`src/hdl/nnis_pkg.sv`:
```
// shared types and constants of the nearest-neighbour image scaler
package nnis_pkg;

	// default sizing
	localparam int MAX_DIM_DEF    = 256;
	localparam int PIXEL_BITS_DEF = 32;

	// fixed field widths
	localparam int COORD_W    = 8;
	localparam int LD_PIXEL_W = 32;
	localparam int DIM_REG_W  = 9;
	localparam int STEP_W     = 25;
	localparam int ACC_W      = 24;
	localparam int FRAC_W     = 16;
	localparam logic [ACC_W-1:0] ACC_MAX = '1;

	// configuration port
	localparam int APB_ADDR_W = 5;
	localparam int APB_DATA_W = 32;
	localparam int REG_IDX_W  = 3;
	localparam logic [REG_IDX_W-1:0] REG_SOURCE_WIDTH  = 3'd0;
	localparam logic [REG_IDX_W-1:0] REG_TARGET_WIDTH  = 3'd1;
	localparam logic [REG_IDX_W-1:0] REG_TARGET_HEIGHT = 3'd2;
	localparam logic [REG_IDX_W-1:0] REG_STEP_X        = 3'd3;
	localparam logic [REG_IDX_W-1:0] REG_STEP_Y        = 3'd4;

	localparam logic [DIM_REG_W-1:0] DIM_RESET  = 9'd1;
	localparam logic [STEP_W-1:0]    STEP_RESET = 25'd65536;

	// command queue between front and back
	localparam int Q_DEPTH = 4;
	localparam int QPTR_W  = 2;
	localparam int QCNT_W  = 3;

	// configuration registers
	typedef struct packed {
		logic [DIM_REG_W-1:0] source_width;
		logic [DIM_REG_W-1:0] target_width;
		logic [DIM_REG_W-1:0] target_height;
		logic [STEP_W-1:0]    step_x;
		logic [STEP_W-1:0]    step_y;
	} nnis_cfg_t;

	// per-command control carried through the queue
	typedef struct packed {
		logic               is_emit;
		logic               in_range;
		logic [COORD_W-1:0] out_x;
		logic [COORD_W-1:0] out_y;
		logic               frame_done;
	} nnis_meta_t;

	localparam int META_W = $bits(nnis_meta_t);

endpackage

```
`src/hdl/nnis_if.sv`:
```
// stream channels of the scaler: input items and result pixels

interface nnis_in_if;
	logic                               valid;
	logic                               ready;
	logic                               action;
	logic [nnis_pkg::COORD_W-1:0]       load_x;
	logic [nnis_pkg::COORD_W-1:0]       load_y;
	logic [nnis_pkg::LD_PIXEL_W-1:0]    load_pixel;

	modport source (output valid, action, load_x, load_y, load_pixel, input ready);
	modport sink (input valid, action, load_x, load_y, load_pixel, output ready);
endinterface


```
`src/hdl/nnis_front.sv`:
```
// front end: accepts items, walks the destination traversal and forms store addresses
module nnis_front #(
	parameter int MAX_DIM    = nnis_pkg::MAX_DIM_DEF,
	parameter int PIXEL_BITS = nnis_pkg::PIXEL_BITS_DEF,
	localparam int AW        = $clog2(MAX_DIM * MAX_DIM)
) (
	input  logic                 clk,
	input  logic                 arst_n,
	input  nnis_pkg::nnis_cfg_t  cfg,
	nnis_in_if.sink              pix_in,
	input  logic                 q_full,
	output logic                 push,
	output nnis_pkg::nnis_meta_t push_meta,
	output logic [AW-1:0]        push_addr,
	output logic [PIXEL_BITS-1:0] push_pixel
);

	localparam int CNT_W  = (MAX_DIM > 2) ? $clog2(MAX_DIM) : 1;
	localparam int DIM_W  = $clog2(MAX_DIM + 1);
	localparam int PROD_W = nnis_pkg::COORD_W + DIM_W + 1;
	localparam int DEPTH  = MAX_DIM * MAX_DIM;
	localparam int SUM_W  = nnis_pkg::ACC_W + 2;

	logic [CNT_W-1:0]              col_q, row_q;
	logic [nnis_pkg::ACC_W-1:0]    accx_q, accy_q;
	logic [DIM_W-1:0]              sw, tw, th;
	logic [PROD_W-1:0]             sw_w, sx_w, col_w, row_w, addr_full;
	logic                          last_row, last_col;
	logic [SUM_W-1:0]              sumx, sumy;
	logic [nnis_pkg::ACC_W-1:0]    accx_nxt, accy_nxt;

	// zero acts as one, oversized acts as the maximum
	function automatic logic [DIM_W-1:0] eff_dim(input logic [nnis_pkg::DIM_REG_W-1:0] v);
		logic [DIM_W-1:0] r;
		if (v == '0) begin
			r = DIM_W'(1);
		end else if (32'(v) > 32'(MAX_DIM)) begin
			r = DIM_W'(MAX_DIM);
		end else begin
			r = DIM_W'(v);
		end
		return r;
	endfunction

	assign sw = eff_dim(cfg.source_width);
	assign tw = eff_dim(cfg.target_width);
	assign th = eff_dim(cfg.target_height);

	// source column from accumulator, clamped below the source width
	always_comb begin
		sw_w = PROD_W'(sw);
		sx_w = PROD_W'(accx_q[nnis_pkg::ACC_W-1:nnis_pkg::FRAC_W]);
		if (sx_w >= sw_w) begin
			sx_w = sw_w - PROD_W'(1);
		end
	end

	// one shared multiplier for load and emit addresses
	assign row_w = pix_in.action ? PROD_W'(accy_q[nnis_pkg::ACC_W-1:nnis_pkg::FRAC_W])
	                             : PROD_W'(pix_in.load_y);
	assign col_w = pix_in.action ? sx_w : PROD_W'(pix_in.load_x);
	assign addr_full = PROD_W'(row_w * sw_w) + col_w;

	// traversal end detection
	assign last_row = ((DIM_W+1)'(row_q) + (DIM_W+1)'(1)) >= (DIM_W+1)'(th);
	assign last_col = ((DIM_W+1)'(col_q) + (DIM_W+1)'(1)) >= (DIM_W+1)'(tw);

	// saturating accumulator steps
	assign sumx = SUM_W'(accx_q) + SUM_W'(cfg.step_x);
	assign sumy = SUM_W'(accy_q) + SUM_W'(cfg.step_y);
	assign accx_nxt = (sumx > SUM_W'(nnis_pkg::ACC_MAX)) ? nnis_pkg::ACC_MAX
	                                                      : sumx[nnis_pkg::ACC_W-1:0];
	assign accy_nxt = (sumy > SUM_W'(nnis_pkg::ACC_MAX)) ? nnis_pkg::ACC_MAX
	                                                      : sumy[nnis_pkg::ACC_W-1:0];

	// handshake into the queue
	assign pix_in.ready = !q_full;
	assign push         = pix_in.valid && !q_full;

	// command built for the back end
	always_comb begin
		push_meta.is_emit    = pix_in.action;
		push_meta.in_range   = (33'(addr_full) < 33'(DEPTH)) &&
		                       (pix_in.action || (col_w < sw_w));
		push_meta.out_x      = nnis_pkg::COORD_W'(col_q);
		push_meta.out_y      = nnis_pkg::COORD_W'(row_q);
		push_meta.frame_done = last_row && last_col;
		push_addr            = AW'(addr_full);
		push_pixel           = pix_in.load_pixel[PIXEL_BITS-1:0];
	end

	// traversal state, advanced by each accepted emit
	always_ff @(posedge clk or negedge arst_n) begin
		if (!arst_n) begin
			col_q  <= '0;
			row_q  <= '0;
			accx_q <= '0;
			accy_q <= '0;
		end else if (push && pix_in.action) begin
			if (!last_row) begin
				row_q  <= row_q + CNT_W'(1);
				accy_q <= accy_nxt;
			end else begin
				row_q  <= '0;
				accy_q <= '0;
				if (!last_col) begin
					col_q  <= col_q + CNT_W'(1);
					accx_q <= accx_nxt;
				end else begin
					col_q  <= '0;
					accx_q <= '0;
				end
			end
		end
	end

endmodule

```
`src/flat_wrapper.sv`:
```
// flat-port wrapper written by rule: the top's interface ports become plain ports
module nnis_front_flat 
#(
	parameter int MAX_DIM    = nnis_pkg::MAX_DIM_DEF,
	parameter int PIXEL_BITS = nnis_pkg::PIXEL_BITS_DEF,
	localparam int AW        = $clog2(MAX_DIM * MAX_DIM)
)
  (clk, arst_n, cfg, q_full, push, push_meta, push_addr, push_pixel, pix_in_valid, pix_in_action, pix_in_load_x, pix_in_load_y, pix_in_load_pixel, pix_in_ready);
  nnis_in_if pix_in_i ();
  input  logic clk;
  input  logic arst_n;
  input  nnis_pkg::nnis_cfg_t cfg;
  input  logic q_full;
  output logic push;
  output nnis_pkg::nnis_meta_t push_meta;
  output logic [AW-1:0] push_addr;
  output logic [PIXEL_BITS-1:0] push_pixel;
  input wire logic [$bits(pix_in_i.valid)-1:0] pix_in_valid;
  input wire logic [$bits(pix_in_i.action)-1:0] pix_in_action;
  input wire logic [$bits(pix_in_i.load_x)-1:0] pix_in_load_x;
  input wire logic [$bits(pix_in_i.load_y)-1:0] pix_in_load_y;
  input wire logic [$bits(pix_in_i.load_pixel)-1:0] pix_in_load_pixel;
  output wire logic [$bits(pix_in_i.ready)-1:0] pix_in_ready;
  assign pix_in_i.valid = pix_in_valid;
  assign pix_in_i.action = pix_in_action;
  assign pix_in_i.load_x = pix_in_load_x;
  assign pix_in_i.load_y = pix_in_load_y;
  assign pix_in_i.load_pixel = pix_in_load_pixel;
  assign pix_in_ready = pix_in_i.ready;
  nnis_front #(.MAX_DIM(MAX_DIM), .PIXEL_BITS(PIXEL_BITS)) u_core (.clk(clk), .arst_n(arst_n), .cfg(cfg), .pix_in(pix_in_i), .q_full(q_full), .push(push), .push_meta(push_meta), .push_addr(push_addr), .push_pixel(push_pixel));
endmodule
```
`config.mk`:
```
export PLATFORM = sky130hd
export DESIGN_NAME = nnis_front_flat
export DESIGN_NICKNAME = d
export VERILOG_FILES = /design/src/hdl/nnis_pkg.sv /design/src/hdl/nnis_if.sv /design/src/hdl/nnis_front.sv /design/src/flat_wrapper.sv
export SDC_FILE = /design/constraint.sdc
export NUM_CORES = 1
export LEC_CHECK = 0
export BUFFER_PORTS_ARGS = -buffer_cell sky130_fd_sc_hd__buf_2
export CORE_ASPECT_RATIO = 0.75
export CORE_MARGIN = 1.5
export CORE_UTILIZATION = 50
export DETAILED_ROUTE_END_ITERATION = 8
export GPL_TIMING_DRIVEN = 1
export PLACE_DENSITY = 0.74
export SYNTH_ARGS = -nofsm -noshare
export SYNTH_HDL_FRONTEND = slang
export SYNTH_SLANG_ARGS = --single-unit
```
`constraint.sdc`:
```
create_clock -name clk -period 18.8 [get_ports clk]
set_input_delay 0.94 -clock clk [delete_from_list [all_inputs] [get_ports clk]]
set_output_delay 0.94 -clock clk [all_outputs]
set_load 0.01 [all_outputs]
```
Word level (Yosys, flattened, before mapping)

Index checks and enable logic that the tools add are counted.

Bits in registers: 64
Output and inout port bits: 69
Logic and storage cells: 48
Input port bits: 130

Add/subtract/negate cells: 8
Reduce and logical (&&, ||, !) cells: 10
Multipliers: 1
$lt $le $gt $ge: 10
Muxes and demuxes: 15

Operator list:

| kind                                                 | count |
|---|---|
| 2-to-1 mux 24 bit                                    | 4 |
| 2-to-1 mux 9 bit                                     | 6 |
| adder 24 x 25 -> 26 bit                              | 2 |
| > comparator 26 x 24 -> 1 bit, second input constant | 2 |
| 2-to-1 mux 18 bit                                    | 2 |
| > comparator 9 bit, second input constant            | 3 |
| logical NOT 9 bit                                    | 3 |
| 2-to-1 mux 8 bit                                     | 3 |
| greater-or-equal comparator 10 x 9 -> 1 bit          | 2 |
| adder 18 bit                                         | 1 |
| adder 8 x 1 -> 9 bit, second input constant          | 2 |
| < comparator 18 x 17 -> 1 bit, second input constant | 1 |
| < comparator 18 x 9 -> 1 bit                         | 1 |
| multiplier 18 x 9 -> 18 bit                          | 1 |
| adder 8 x 1 -> 8 bit, second input constant          | 2 |
| subtractor 9 x 1 -> 10 bit, second input constant    | 1 |
| greater-or-equal comparator 8 x 9 -> 1 bit           | 1 |
| logical AND 1 bit                                    | 4 |
| AND reduction 2 bit                                  | 1 |
| logical NOT 1 bit                                    | 1 |
| logical OR 1 bit                                     | 1 |

Logic depth before layout (Yosys ltp)

Depth in word-level cells: 9
Mapped depth: 30

Least setup slack after synthesis

Ideal clock, no wire load.

Path kind: input to output
From: input cfg[72] (netlist bit)
To: output push_meta[17] (netlist bit)
Cell stages on the path: 26
Slack: 10.861 ns
Data required time: 17.860 ns
Data arrival time: 6.999 ns
Cells stage by stage: nor4_1 a21oi_1 nor2_2 ha_1 nand2b_1 a21o_1 a21oi_1 o21ai_0 o41ai_2 nor2_2 mux2_4 mux2i_1 fa_1 fa_1 inv_1 fa_1 inv_1 fa_1 inv_1 ha_1 o21a_1 a21oi_1 o2111ai_1 a21boi_0 mux2i_1 a2111oi_1

RTL lines:

| item        | line               | RTL |
|---|---|---|
| from (decl) | flat_wrapper.sv:12 | `input nnis_pkg::nnis_cfg_t cfg;` |
| to (decl)   | flat_wrapper.sv:15 | `output nnis_pkg::nnis_meta_t push_meta;` |

==> flow_summary.toml <==
[drt]
detail_route.wl_per_cell_um = 16.07
via_per_inst = 5.662
firstDrtPassIters = 5
drt_iter0_drc = 652
drtAntennaViolNets = 0
wirelength_um = 24620
vias = 8674
drc_errors = 0

[critical_path]
critPathSlowestCell = "fa_1"
slowest_delay_ns = 0.59
crit_buf_inv = 5
cp_max_fo = 9
critPathTopFamily = "compound AO/OA/AOI/OAI gates"
crit_path_end_kind = "output pin"
rrSetupSlack_ns = 14.78
cpMostUsedCell = "a21oi_1"
crit_arrival_ns = 7.99
critPathLaunchType = "input pin"
crit_type = "in2out"
cp.required_ns = 17.86

[sta]
fin_skew_ns = 0.01284
worst_pin_slew_ns = 1.108
rsz0062_at_grt = "false"
relSlewSlack = 0.2592
whs_ns = 0.4847
hold_violations = 0
drv_slew = 0
fin_setup_tns_ns = 0
period_share = 0.4749
fmax_mhz = 112.0
setup_viol = 0
period_minus_slack_ns = 8.929

[synth]
synth_xor_area_frac = 0.05904
synth-simple-area-share = 0.1735
syn_area_per_cell_um2 = 8.241
yosysSeqAreaShare = 0.1636
muxShareOfSynthArea = 0.03272
yosysUniqueCellTypes = 82
synth.top_cell.area_share = 0.1636
async_flop_share = 1.000
syn-cell-area_mm2 = 0.009791
synth_top_family_by_area = "adder cells"
synth_warnings = 0
synth_cells = 1188
synth.largest_area_cell = "dfrtp_1"
synthAdderAreaFrac = 0.2791
synthFlopType = "dfrtp_1"
synth_seq_cells = 64
synth_area_leaders = "dfrtp_1 (16%), ha_1 (16%), fa_1 (12%)"
synth-edff-count = 0
synth_compound_gate_area_share = 0.2018

[die]
row_count = 44
die_x_um = 164.6
start_util = 0.5081
ios = 199
dieArea_mm2 = 0.02044
core_area_mm2 = 0.01927
die_h_um = 124.2

[global_route]
grt_use_total = 0.2473
grt_pass1_vias = 8028
grt.overflow.total = 0
antenna_found_initial = 0
grt_pass1_wl_um = 40320
grt_max_degree = 65

[clock_network]
hold_buffers = 0
cts_setup_buffers = 0
numClockSinks = 64
root_buffer = "clkbuf_16"
cts-resized-gates = 0
numCtsBuffers = 9
cts_tree = "done"
clock_latency_ns = 0.33
clk_pin_slew_ns = 0.05
cts_buffer_depth = 2
cts_max_level = 3

[final_layout]
most-common-layout-cells = "buf_2 (134), nand2_1 (126), ha_1 (124)"
layout_commonest_cell = "buf_2"
final_cells = 1532
nets = 1587
areaGrowthSynthToFinish_pct = 9.686
layout-drive-gt1-share = 0.1595
diodes = 0
final_area_mm2 = 0.01074

[min_path]
min-delay-path-class = "reg2reg"

[power]
ir_worst_vdd_v = 0.0001037
power.density_mw_per_mm2 = 148.8
leakage_uw = 0.005318
totalPowerFinal_uw = 1598

[place]
placed_cell_area_mm2 = 0.01044
port_buffers = 134
hpwl_um = 19680
gp_congestion = 0.9556
place_inst = 1516

[run]
maxCapViolCount = 0

[status]
outcome = "finished, final reports clean"
state kept, by name, summed over array words and instances, names as in the netlist:
signal,flops
u_core.accx_q,24
u_core.col_q,8
u_core.row_q,8
u_core.accy_q,24
cell type report:
class                   count  area [um2]
clock buffers              13       260.3
multi-input cells         937        7340
well taps                 253       316.6
inverters                 120       450.4
fillers                  1809        8529
repair buffers            142       730.7
flip-flops and latches     64        1602
clock inverters             3       40.04
metal layers:
metal,global-route usage,vias up,wire (um)
met4,0.05011,0,291
met5,0,-,0
met3,0.03430,27,1790
met1,0.3840,4060,12490
li1,-,4267,-
met2,0.3608,320,10050
Yosys cell counts, types with 3 or more instances:
master,count
o21ai_0,58
a22o_1,13
xor2_1,23
mux2_2,16
o21ai_1,6
a211oi_1,14
xnor2_1,43
nand2b_1,14
nor2_1,94
ha_1,124
nand4_1,9
o21a_1,7
dfrtp_1,64
a21o_1,28
o21bai_1,14
nor3_1,16
a21boi_0,4
o211ai_1,13
inv_2,3
clkbuf_1,29
fa_1,59
a311oi_1,16
buf_4,34
a2111oi_0,3
nand3_1,30
o31ai_1,3
mux2i_1,11
inv_1,115
a31oi_1,9
o221ai_1,3
a21oi_2,4
buf_2,5
and3_1,16
or2_2,3
and2_1,15
a21oi_1,64
nor4_1,5
nand2_1,126
nor2b_1,15
worst paths after layout:
| path | from | endpoint | cells after the start |
|---|---|---|---|
| max in group asynchronous | arst_n | u_core.accx_q[16]$_DFFE_PN0P_ | 2 |
| min reg2reg | u_core.accy_q[0]$_DFFE_PN0P_ | u_core.accy_q[0]$_DFFE_PN0P_ | 2 |
| min in group asynchronous | arst_n | u_core.accy_q[9]$_DFFE_PN0P_ | 2 |
| min | u_core.accy_q[0]$_DFFE_PN0P_ | u_core.accy_q[0]$_DFFE_PN0P_ | 2 |
| max | cfg[72] | push_meta[17] | 30 |
| max reg2reg | u_core.row_q[0]$_DFFE_PN0P_ | u_core.col_q[0]$_DFFE_PN0P_ | 11 |
kinds of logic (layout without fill, tap and decap cells):
family | count (synthesis) | count (layout)
AOI/OAI and AO/OA | 288 | 288
xor gates and xnor gates | 66 | 66
adders and majority gates | 183 | 183
buffers and inverters | 193 | 278
DFF | 64 | 64
muxes | 29 | 29
other | 2 | 8
and+or+nand+nor | 363 | 363
power by group:
part / internal (uW) / switching (uW) / leakage (uW)
registers: 186 / 53.9 / 0.000789
clock network: 110 / 60.9 / 0.000150
logic: 519 / 669 / 0.00438
metrics by stage:
stage | worst slack (ns) | utilization
2_1_floorplan | 10.86 | -
3_3_place_gp | 10.18 | 0.5418
3_5_place_dp | 9.957 | 0.5418
4_1_cts | 9.917 | 0.5573
5_1_grt | 9.370 | 0.5573
6_report | 9.871 | 0.5573
worst min-delay path, stage by stage (launching register included):
cell and delay [ns]:
dfrtp_1 0.34, nand2_1 0.05, o21ai_0 0.06
(Power assumes the default switching activity.)
