[src/hdl/nnis_pkg.sv]
// shared types and constants of the nearest-neighbour image scaler
package nnis_pkg;

	// default sizing
	localparam int MAX_DIM_DEF    = 256;
	localparam int PIXEL_BITS_DEF = 32;

	// fixed field widths
	localparam int COORD_W    = 8;
	localparam int LD_PIXEL_W = 32;
	localparam int DIM_REG_W  = 9;
	localparam int STEP_W     = 25;
	localparam int ACC_W      = 24;
	localparam int FRAC_W     = 16;
	localparam logic [ACC_W-1:0] ACC_MAX = '1;

	// configuration port
	localparam int APB_ADDR_W = 5;
	localparam int APB_DATA_W = 32;
	localparam int REG_IDX_W  = 3;
	localparam logic [REG_IDX_W-1:0] REG_SOURCE_WIDTH  = 3'd0;
	localparam logic [REG_IDX_W-1:0] REG_TARGET_WIDTH  = 3'd1;
	localparam logic [REG_IDX_W-1:0] REG_TARGET_HEIGHT = 3'd2;
	localparam logic [REG_IDX_W-1:0] REG_STEP_X        = 3'd3;
	localparam logic [REG_IDX_W-1:0] REG_STEP_Y        = 3'd4;

	localparam logic [DIM_REG_W-1:0] DIM_RESET  = 9'd1;
	localparam logic [STEP_W-1:0]    STEP_RESET = 25'd65536;

	// command queue between front and back
	localparam int Q_DEPTH = 4;
	localparam int QPTR_W  = 2;
	localparam int QCNT_W  = 3;

	// configuration registers
	typedef struct packed {
		logic [DIM_REG_W-1:0] source_width;
		logic [DIM_REG_W-1:0] target_width;
		logic [DIM_REG_W-1:0] target_height;
		logic [STEP_W-1:0]    step_x;
		logic [STEP_W-1:0]    step_y;
	} nnis_cfg_t;

	// per-command control carried through the queue
	typedef struct packed {
		logic               is_emit;
		logic               in_range;
		logic [COORD_W-1:0] out_x;
		logic [COORD_W-1:0] out_y;
		logic               frame_done;
	} nnis_meta_t;

	localparam int META_W = $bits(nnis_meta_t);

endpackage

[src/hdl/nnis_queue.sv]
// short command queue between front and back
module nnis_queue #(
	parameter int W = 8
) (
	input  logic                        clk,
	input  logic                        arst_n,
	input  logic                        push,
	input  logic [W-1:0]                push_data,
	output logic                        full,
	input  logic                        pop,
	output logic [W-1:0]                pop_data,
	output logic                        empty,
	output logic [nnis_pkg::QCNT_W-1:0] count
);

	logic [W-1:0]                entry_q [nnis_pkg::Q_DEPTH];
	logic [nnis_pkg::QPTR_W-1:0] wr_ptr_q, rd_ptr_q;
	logic [nnis_pkg::QCNT_W-1:0] count_q;

	assign full     = (count_q == nnis_pkg::QCNT_W'(nnis_pkg::Q_DEPTH));
	assign empty    = (count_q == '0);
	assign count    = count_q;
	assign pop_data = entry_q[rd_ptr_q];

	// entry storage
	always_ff @(posedge clk) begin
		if (push) begin
			entry_q[wr_ptr_q] <= push_data;
		end
	end

	// pointers and fill level
	always_ff @(posedge clk or negedge arst_n) begin
		if (!arst_n) begin
			wr_ptr_q <= '0;
			rd_ptr_q <= '0;
			count_q  <= '0;
		end else begin
			if (push) begin
				wr_ptr_q <= wr_ptr_q + nnis_pkg::QPTR_W'(1);
			end
			if (pop) begin
				rd_ptr_q <= rd_ptr_q + nnis_pkg::QPTR_W'(1);
			end
			unique case ({push, pop})
				2'b10:   count_q <= count_q + nnis_pkg::QCNT_W'(1);
				2'b01:   count_q <= count_q - nnis_pkg::QCNT_W'(1);
				default: count_q <= count_q;
			endcase
		end
	end

endmodule

[config.mk]
export PLATFORM = sky130hd
export DESIGN_NAME = nnis_queue
export DESIGN_NICKNAME = d
export VERILOG_FILES = /design/src/hdl/nnis_pkg.sv /design/src/hdl/nnis_queue.sv
export SDC_FILE = /design/constraint.sdc
export NUM_CORES = 1
export LEC_CHECK = 0
export ABC_AREA = 1
export BUFFER_PORTS_ARGS = -buffer_cell sky130_fd_sc_hd__buf_4
export CAP_MARGIN = 20
export CORE_AREA = 2 2 62 64
export CTS_CLUSTER_DIAMETER = 40
export CTS_CLUSTER_SIZE = 8
export DETAILED_ROUTE_END_ITERATION = 8
export DIE_AREA = 0 0 64 66
export HOLD_SLACK_MARGIN = 0.06
export PLACE_DENSITY = 0.76
export SYNTH_ARGS = -nofsm -noshare
export SYNTH_HDL_FRONTEND = slang
export SYNTH_SLANG_ARGS = --single-unit
[constraint.sdc]
create_clock -name clk -period 1.4 [get_ports clk]
set_clock_uncertainty 0.2 [all_clocks]
set_input_delay 0.21 -clock clk [delete_from_list [all_inputs] [get_ports clk]]
set_output_delay 0.21 -clock clk [all_outputs]
set_load 0.03 [all_outputs]
### Word level (Yosys, flattened, before mapping)

Memory sizes are Yosys's and may differ from the RTL's.
Index checks and enable logic that the tools add are counted.

| word-level totals | value |
|---|---|
| bits in writable memories | 32 |
| memories | 1 |
| logic and storage cells | 16 |
| output and inout port bits | 13 |
| input bits | 12 |
| flip-flop bits (word level) | 7 |

Memory list:

| name | words | width | read ports | clocked after Yosys merged registers in | write ports | RTL line | RTL |
|---|---|---|---|---|---|---|---|
| entry_q | 4 | 8 | 1 | 0 | 1 | nnis_queue.sv:16 | `logic [W-1:0] entry_q [nnis_pkg::Q_DEPTH];` |

| cells by class | value |
|---|---|
| multiplexer cells | 3 |
| add/subtract/negate cells | 4 |
| equal/unequal tests | 3 |
| reduce and logical (&&, ||, !) cells | 2 |

Operators with widths:

| cell | number |
|---|---|
| one-hot mux 3 bit (2 select lines) | 1 |
| adder 2 x 1 -> 2 bit (second input constant) | 2 |
| adder 3 x 1 -> 3 bit (second input constant) | 1 |
| equality test 3 bit (second input constant) | 1 |
| zero test 3 bit | 1 |
| subtractor 3 x 1 -> 3 bit (second input constant) | 1 |
| equality test 2 x 1 -> 1 bit (second input constant) | 1 |
| equality test 2 bit (second input constant) | 1 |
| 2-to-1 mux 1 bit | 2 |
| nonzero test 2 bit | 1 |

### Longest topological paths before layout

Gate-level depths: netlist (run 1).

| depth | value |
|---|---|
| depth after elaboration | 2 |
| depth in mapped cells | 10 |
| mapped depth without buffers | 9 |

### Worst setup path after synthesis (run 1)

No wires, ideal clock.

| timing path | value |
|---|---|
| path type | reg2out |
| from | register count_q, in the netlist count[2] |
| to | output port full |
| required time | 990 ps |
| setup slack | -287 ps |
| cell stages (with the launch flop) | 3 |
| arrival time | 1277 ps |
| path buffers | 0 |
| path through | dfrtp_1 > inv_1 > nor3_1 |

| on the way | value |
|---|---|
| cells in the longest elaborated chain, start to end | 1 |

Ends and longest elaborated chain:

| element | RTL line | RTL |
|---|---|---|
| start: declaration | nnis_queue.sv:18 | `logic [nnis_pkg::QCNT_W-1:0] count_q;` |
| start signal: assignment | nnis_queue.sv:46 | `2'b10: count_q <= count_q + nnis_pkg::QCNT_W'(1);` |
| start signal: assignment | nnis_queue.sv:47 | `2'b01: count_q <= count_q - nnis_pkg::QCNT_W'(1);` |
| start signal: assignment | nnis_queue.sv:48 | `default: count_q <= count_q;` |
| equality test 3 bit | nnis_queue.sv:20 | `assign full = (count_q == nnis_pkg::QCNT_W'(nnis_pkg::Q_DEPTH));` |
| end: declaration | nnis_queue.sv:9 | `output logic full,` |

No other way between the ends.

### Worst setup path in the final report (run 1)

| timing path | value |
|---|---|
| from | register rd_ptr_q[0] in the netlist's numbering |
| to | output port pop_data[2] |

| on the way | value |
|---|---|
| cells in the longest elaborated chain, start to end | 1 |

Ends and longest elaborated chain:

| element | RTL line | RTL |
|---|---|---|
| start: declaration | nnis_queue.sv:17 | `logic [nnis_pkg::QPTR_W-1:0] wr_ptr_q, rd_ptr_q;` |
| start signal: assignment | nnis_queue.sv:43 | `rd_ptr_q <= rd_ptr_q + nnis_pkg::QPTR_W'(1);` |
| memory (4 x 8 bit) | -- |  |
| end: declaration | nnis_queue.sv:11 | `output logic [W-1:0] pop_data,` |

No other way between the ends.

==> results of run 1 <==
## timing repair
| action | CTS | global route |
|---|---|---|
| gates resized for setup | 31 | 24 |
| pin swaps | 3 | 12 |
| setup endpoints to repair | 38 | 47 |
| hold buffers | 12 | 1 |
| buffers inserted | 5 | 3 |
| endpoints found under the hold margin | 45 | 3 |
## cell usage after synthesis
library cell  number  area, um2
edfxtp_1          32        961
o211ai_1          15        113
inv_2              1       3.75
nand4_1            1       6.26
nor3_1             2       10.0
o211ai_2           1       12.5
ha_1               5       62.6
inv_1             29        109
buf_2              2       10.0
xor2_1             3       26.3
nand2_1           35        131
dfrtp_1            7        175
o21ai_0            2       10.0
buf_6              4       45.0
fa_1               1       20.0
xnor2_1            1       8.76
nand3_1            1       5.00
## registers in the layout (all words and copies together), names as in the netlist
register	flops
entry_q	32
count	3
rd_ptr_q	2
wr_ptr_q	2
## critical path, stage by stage (launching register included)
cell and delay, ns:
dfrtp_1 0.42, buf_6 0.16, o211ai_1 0.18, nand2_1 0.10, buf_6 0.15
## cell families after synthesis
kind of cell	Yosys count
and+or+nand+nor	39
DFF	39
adders and majority gates	6
AOI/OAI and AO/OA	18
buffers and inverters	36
xor gates and xnor gates	4
## placed cells by master, fill, tap and decap left out
| cell type | count |
|---|---|
| edfxtp_1 | 32 |
| nand2_1 | 30 |
| buf_6 | 27 |
| buf_4 | 20 |
| inv_1 | 17 |
| o211ai_1 | 15 |
| dlygate4sd3_1 | 12 |
| inv_2 | 11 |
| nand2_2 | 5 |
| ha_4 | 5 |
| clkbuf_4 | 5 |
| dfrtp_2 | 4 |
| xor2_1 | 3 |
| dfrtp_1 | 3 |
| inv_4 | 2 |
| nor3_4 | 2 |
| o211ai_2 | 1 |
| o21ai_2 | 1 |
| xnor2_1 | 1 |
| o21ai_0 | 1 |
| nand3_2 | 1 |
| nand4_1 | 1 |
| fa_2 | 1 |
| bufinv_16 | 1 |
| clkinv_1 | 1 |
| clkinv_2 | 1 |
## power breakdown
part	leakage, nW	switching, mW	internal, mW
clock network	0.0426	0.367	0.367
registers	0.373	0.184	1.56
logic	0.652	1.60	1.33
## per-layer routing
metal,routed length [um],part of all wire
met3,130,0.036
met4,135,0.038
met1,1480,0.41
met5,0,0
met2,1830,0.51
## layout make-up
cell class / instances / area share
repair buffers: 59 / 0.231
multi-input cells: 67 / 0.207
flip-flops and latches: 39 / 0.459
inverters: 30 / 0.0474
clock inverters: 3 / 0.0156
clock buffers: 5 / 0.0151
well taps: 48 / 0.0242
## stage by stage
stage | std cells | cell area [um2]
after floorplan | 142 | 1750
after global placement | 223 | 2040
after detailed placement | 223 | 2040
after CTS | 248 | 2370
after global routing | 251 | 2480
final | 251 | 2480
## worst max-delay path by stage
| stage | to | cells after the start |
|---|---|---|
| 2_1_floorplan | full | 2 |
| 3_3_place_gp | count[2]$_DFFE_PN0P_ | 9 |
| 3_5_place_dp | count[2]$_DFFE_PN0P_ | 9 |
| 4_1_cts | pop_data[7] | 4 |
| 5_1_grt | pop_data[0] | 4 |
| 6_report | pop_data[2] | 4 |
==> impl_metrics.yaml, run 1 <==
hold_path:
  whs_endpoint: "count[1]$_DFFE_PN0P_"
  min_from: "push"
  min_path_type: "primary input to register"
  worst_hold_path.num_cells: 4
sta:
  hold_viol: 0
  post-route-period-util: 1.27
  setup_tns_ns: -4.91
  rsz0062_at_grt: "yes"
  finalCriticalPeriod_ns: 1.78
  maxSlewHeadroom: 0.762
  fmax_ghz: 0.563
  setup_ws_ns: -0.376
  finalSetupViolCount: 39
  slew_violations: 0
  tightest_slew_ns: 0.355
  hold_slack_ns: 0.0501
route:
  drt_first_iter_violations: 50
  num_vias: 1219
  dr.pass1.iters: 4
  drc_errors: 0
  wl_um: 3570
  ant_nets: 0
  routed_via_density: 4.86
  avgRoutedWirePerCell_um: 14.2
final_layout:
  area_growth_pct: 45.3
  nNetsFinal: 220
  multi_input_area_um2: 514
  utilization: 0.699
  drive_above_1_share: 0.429
  diodes: 0
  regArea_um2: 1140
  fill_cells: 227
logic_synthesis:
  synth_fp_nets: 160
  yosysWarningCount: 0
  ys_seq_area_frac: 0.665
  synth.distinct_cells: 17
  synthAdderAreaFrac: 0.0483
  syn_avg_cell_area_um2: 12.0
  synth_xor_area_frac: 0.0205
  muxShareOfSynthArea: 0
  yosys.area_share.simple: 0.0893
  synth_compound_area_frac: 0.0791
  yosys_register_bits: 39
  synth_cells: 142
  synth_top_family_by_area: "buffers and inverters"
  netlist_area_um2: 1710
grt:
  gr-total-overflow: 0
  met3_usage: 0.0358
  grt_pass1_wl_um: 5490
  grt_pass1_vias: 1232
  grt_antenna_before_repair: 0
  globalRouteTotalUtil: 0.178
  met1_usage: 0.206
  grt-busiest-layer: "met2"
  use_met2: 0.307
  grt_max_degree: 18
worst_setup_path:
  worstSetupPathType: "register to output pin"
  crit_start: "rd_ptr_q[0]$_DFFE_PN0P_"
  cp-start-kind: "register"
  worstRegToRegCells: 7
  regToRegEndpoint: "count[2]$_DFFE_PN0P_"
  worstPathRequired_ns: 0.99
  worstReg2RegStart: "count[0]$_DFFE_PN0P_"
  crit_arrival_ns: 1.37
  r2r_setup_slack_ns: -0.18
  crit_fanout: 16
  critPathCaptureType: "output pin"
die:
  num_io_pins: 25
  start_util: 0.481
  design.die.area_um2: 4220
  rows: 22
  fp.dieH_um: 66
  fp.dieW_um: 64
  core_region_area_um2: 3550
placement:
  pre_cts_slack_ns: -0.101
  portBuffers: 24
  place_congestion: 0.751
  hpwl_um: 2080
clock_network:
  tritoncts: "yes"
  h-tree-depth: 2
  cts-buffers-inserted: 5
  clk_latency_ns: 0.36
  clkTransAtPathRegs_ns: 0.12
  cts_sinks: 39
  clockBufferDepth: 2
  cts_root_buf: "clkbuf_4"
pwr:
  p_total_mw: 5.42
  power_density_nw_per_um2: 2180
  leakagePower_nw: 1.07
  peakVddDrop_uv: 1070
status:
  outcome: "complete, but fails checks"
  violations: "setup timing"
run:
  maxCapViolations: 0
Power figures use the tool's default switching activity.
==> inputs of run 2 (changes only) <==
clock period = 1.5 ns   (was 1.4 ns; I/O delays follow)
==> impl_metrics.yaml, run 2 (synthesis results as in run 1) <==
grt:
  globalRouteTotalUtil: 0.172
  grt_antenna_before_repair: 0
  gr-total-overflow: 0
  grt_pass1_wl_um: 5260
  grt_max_degree: 33
  grt_pass1_vias: 1185
sta:
  post-route-period-util: 1.20
  finalSetupViolCount: 12
  maxSlewHeadroom: 0.771
  slew_violations: 0
  hold_viol: 0
  setup_tns_ns: -2.98
  setup_ws_ns: -0.303
  rsz0062_at_grt: "yes"
  tightest_slew_ns: 0.342
  fmax_ghz: 0.555
  finalCriticalPeriod_ns: 1.80
placement:
  place_congestion: 0.750
  pre_cts_slack_ns: -0.0446
  postPlaceCellArea_um2: 2020
  hpwl_um: 2120
  portBuffers: 24
final_layout:
  drive_above_1_share: 0.313
  final_area_um2: 2330
  area_growth_pct: 36.5
  final_cell_mix: "nand2_1 (35), edfxtp_1 (32), buf_4 (30)"
  nNetsFinal: 215
  top_register: "entry_q"
  largest_reg_flops: 32
  fill_cells: 272
  multi_input_area_um2: 430
  diodes: 0
  final_common_cell: "nand2_1"
  regArea_um2: 1140
worst_setup_path:
  cp_slowest_cell: "dfrtp_1"
  cp-start-kind: "register"
  path_buf_inv: 2
  critPathTopFamily: "flip-flops"
  cp_cell_sequence: "buf_12 -> o211ai_1 -> nand2_1 -> buf_6"
  crit_path_max_incr_delay_ns: 0.43
  critPathCaptureType: "output pin"
  crit_fanout: 32
  worstPathRequired_ns: 1.07
  crit_arrival_ns: 1.38
  worstSetupPathType: "register to output pin"
route:
  avgRoutedWirePerCell_um: 12.9
  routed_via_density: 4.67
  drc_errors: 0
  dr.pass1.iters: 4
  drt_first_iter_violations: 60
  wl_um: 3170
  num_vias: 1150
  ant_nets: 0
clock_network:
  cts_root_buf: "clkbuf_4"
  cts-buffers-inserted: 5
  tritoncts: "yes"
  cts_sinks: 39
  clkTransAtPathRegs_ns: 0.11
  h-tree-depth: 2
  clk_latency_ns: 0.34
  clockBufferDepth: 2
pwr:
  internal_power_mw: 2.99
  switching_share: 0.374
  seq_power_share: 0.335
  peakVddDrop_uv: 1120
  power_density_nw_per_um2: 2050
  leakagePower_nw: 1.05
  combPwrFrac: 0.487
  clockPowerShare: 0.178
  power.switching_mw: 1.79
status:
  outcome: "complete, but fails checks"
  violations: "setup timing"
die:
  fp.dieH_um: 66
  core_region_area_um2: 3550
  start_util: 0.481
  rows: 22
  num_io_pins: 25
  fp.dieW_um: 64
  design.die.area_um2: 4220
hold_path:
  min_path_type: "primary input to register"
run:
  maxCapViolations: 0
## run 2: metal layers
| metal | global-route usage | up-vias | routed length (um) |
|---|---|---|---|
| met5 | 0 | - | 0 |
| met4 | 0.0788 | 0 | 68 |
| li1 | - | 575 | - |
| met3 | 0.0579 | 7 | 105 |
| met2 | 0.309 | 17 | 1640 |
| met1 | 0.183 | 551 | 1360 |
## run 2: cell type report
type | count | share of cell area
clock inverter | 2 | 0.0258
timing repair buffer | 54 | 0.210
tap | 48 | 0.0258
multi-input combinational | 67 | 0.185
inverter | 30 | 0.0483
sequential | 39 | 0.488
clock buffer | 6 | 0.0177
## run 2: worst register-to-register path, cell delays in order (launching register included)
cell	delay, ns
dfrtp_2	0.43
buf_6	0.12
inv_2	0.03
fa_2	0.34
nand2_1	0.09
nand3_1	0.07
nand2_1	0.05
nand2_1	0.05
## run 2: final timing paths
kind	start	to	slack, ns	cells past startpoint
worst max-delay path	rd_ptr_q[0]$_DFFE_PN0P_	pop_data[4]	-0.30	4
worst min register to register	wr_ptr_q[0]$_DFFE_PN0P_	wr_ptr_q[0]$_DFFE_PN0P_	0.39	2
worst min-delay path	push	count[0]$_DFFE_PN0P_	0.07	4
max in group asynchronous	arst_n	count[0]$_DFFE_PN0P_	0.18	3
worst max register to register	count[0]$_DFFE_PN0P_	count[2]$_DFFE_PN0P_	0.03	7
min in group asynchronous	arst_n	count[1]$_DFFE_PN0P_	0.65	3
## run 2: timing repair
action	4_1_cts	5_1_grt
pin swaps	1	4
buffers inserted	3	3
setup endpoints to repair	10	22
hold buffers	12	1
endpoints found under the hold margin	45	4
cloned	0	0
resized for setup	11	3
## run 2: per-stage QoR
stage / std cells / utilization / hold WS, ns / total power [mW]
3_3_place_gp: 220 / 0.570 / -0.158 / 3.55
3_5_place_dp: 220 / 0.570 / -0.156 / 3.64
6_report: 246 / 0.657 / 0.0726 / 4.78
4_1_cts: 243 / 0.649 / 0.0666 / 4.73
5_1_grt: 246 / 0.657 / 0.0629 / 5.06
2_1_floorplan: 142 / - / -0.271 / 2.94
## run 2: power by group through the flow
stage	logic, mW	clock network, mW	registers (mW)
finish	2.33	0.851	1.60
global route	2.53	0.912	1.62
CTS	2.26	0.865	1.60
detailed placement	2.00	0	1.63
global placement	1.93	0	1.61
floorplan	1.28	0	1.67
==> inputs of run 3 (changes only) <==
ABC_CLOCK_PERIOD_IN_PS = 1500   (was default)
HOLD_SLACK_MARGIN = default   (was 0.06)
RECOVER_POWER = 100   (was default)
==> impl_metrics.yaml, run 3 (synthesis results as in run 1) <==
status:
  outcome: "complete, but fails checks"
  violations: "setup timing"
final_layout:
  fill_cells: 282
  final_common_cell: "nand2_1"
  layout.cells.non_filler: 245
  area_growth_pct: 33.5
  utilization: 0.643
  drive_above_1_share: 0.264
  nNetsFinal: 214
  top_register: "entry_q"
  final_cell_mix: "nand2_1 (33), edfxtp_1 (32), inv_1 (24)"
  largest_reg_flops: 32
  diodes: 0
placement:
  dpl.cell_count: 220
  hpwl_um: 2120
  pre_cts_slack_ns: -0.0446
  portBuffers: 24
  place_congestion: 0.750
run:
  maxCapViolations: 0
worst_setup_path:
  r2r_setup_slack_ns: 0
  worstRegToRegCells: 6
  worstPathRequired_ns: 1.07
  worstSetupEndpoint: "pop_data[7]"
  worstReg2RegStart: "count[1]$_DFFE_PN0P_"
  worstSetupPathType: "register to output pin"
  regToRegEndpoint: "count[2]$_DFFE_PN0P_"
  crit_fanout: 32
  cp-start-kind: "register"
  critPathCaptureType: "output pin"
  crit_start: "rd_ptr_q[0]$_DFFE_PN0P_"
  crit_arrival_ns: 1.38
pwr:
  power_density_nw_per_um2: 2080
  peakVddDrop_uv: 1120
  leakagePower_nw: 1.00
  p_total_mw: 4.75
sta:
  finalSetupViolCount: 40
  hold_viol: 0
  fmax_ghz: 0.553
  post-route-period-util: 1.21
  tightest_slew_ns: 0.416
  setup_ws_ns: -0.309
  rsz0062_at_grt: "yes"
  slew_violations: 0
  maxSlewHeadroom: 0.723
  finalCriticalPeriod_ns: 1.81
clock_network:
  clockBufferDepth: 2
  cts_sinks: 39
  clk_latency_ns: 0.35
  clkTransAtPathRegs_ns: 0.12
  cts-buffers-inserted: 5
  cts_root_buf: "clkbuf_4"
  h-tree-depth: 2
  tritoncts: "yes"
grt:
  grt_pass1_vias: 1175
  grt_max_degree: 33
  grt_pass1_wl_um: 5290
  gr-total-overflow: 0
  grt_antenna_before_repair: 0
  globalRouteTotalUtil: 0.174
die:
  fp.dieW_um: 64
  rows: 22
  start_util: 0.481
  design.die.area_um2: 4220
  fp.dieH_um: 66
  core_region_area_um2: 3550
  num_io_pins: 25
route:
  wl_um: 3170
  routed_via_density: 4.69
  ant_nets: 0
  avgRoutedWirePerCell_um: 12.9
  num_vias: 1148
  dr.pass1.iters: 4
  drc_errors: 0
  drt_first_iter_violations: 54
hold_path:
  min_path_type: "primary input to register"
-- run 3: changes by cell type in the layout (fill, tap and decap cells not counted), moves of 2 or more --
| cell | before | now |
|---|---|---|
| nand2_2 | 0 | 2 |
| clkbuf_1 | 1 | 12 |
| nand2_1 | 35 | 33 |
| buf_4 | 30 | 17 |
-- run 3: where the power goes --
| part | total (mW) | internal (mW) | switching, mW | leakage (nW) |
|---|---|---|---|---|
| logic | 2.30 | 0.989 | 1.32 | 0.575 |
| clock network | 0.853 | 0.520 | 0.333 | 0.0525 |
| registers | 1.59 | 1.45 | 0.143 | 0.376 |
-- run 3: final cells by class --
| class | instances | area [um2] | share of cell area |
|---|---|---|---|
| well taps | 48 | 60.1 | 0.0263 |
| flip-flops and latches | 39 | 1140 | 0.498 |
| multi-input cells | 67 | 435 | 0.191 |
| clock inverters | 2 | 60.1 | 0.0263 |
| clock buffers | 6 | 41.3 | 0.0181 |
| repair buffers | 53 | 435 | 0.191 |
| inverters | 30 | 113 | 0.0493 |
-- run 3: worst min path at each step --
| stage | cells past startpoint | startpoint | end |
|---|---|---|---|
| 3_3_place_gp | 1 | arst_n | wr_ptr_q[1]$_DFFE_PN0P_ |
| 4_1_cts | 3 | pop | count[0]$_DFFE_PN0P_ |
| 5_1_grt | 3 | pop | count[0]$_DFFE_PN0P_ |
| 6_report | 3 | pop | count[0]$_DFFE_PN0P_ |
| 2_1_floorplan | 0 | arst_n | count[0]$_DFFE_PN0P_ |
| 3_5_place_dp | 1 | arst_n | wr_ptr_q[1]$_DFFE_PN0P_ |
-- run 3: through the flow --
stage	area [um2]	hold WS, ns	setup TNS, ns
finish	2280	0.0176	-3.32
global placement	2020	-0.158	0
floorplan	1740	-0.271	0
detailed placement	2020	-0.156	-0.0715
global route	2280	0.00501	-6.97
CTS	2300	0.00335	-2.57
-- run 3: critical path: stages, from the launching register on --
cell and delay (ns):
dfrtp_1 0.43, buf_12 0.17, o211ai_1 0.17, nand2_1 0.11, buf_6 0.15
-- run 3: repair_timing --
| item | CTS | global route |
|---|---|---|
| pin swaps | 1 | 5 |
| setup endpoints to repair | 10 | 23 |
| endpoints found under the hold margin | 42 | 0 |
| hold buffers | 11 | 0 |
| resized for setup | 11 | 5 |
| buffers inserted | 3 | 3 |
| gates cloned | 0 | 0 |
-- run 3: per-layer routing --
layer  part of all wire  GRT usage  routed length (um)  vias up
li1                   -          -                   -      577
met1               0.44      0.189                1380      547
met2               0.51      0.310                1630       19
met3              0.033     0.0562                 106        5
met4              0.018     0.0734                  57        0
met5                  0          0                   0        -
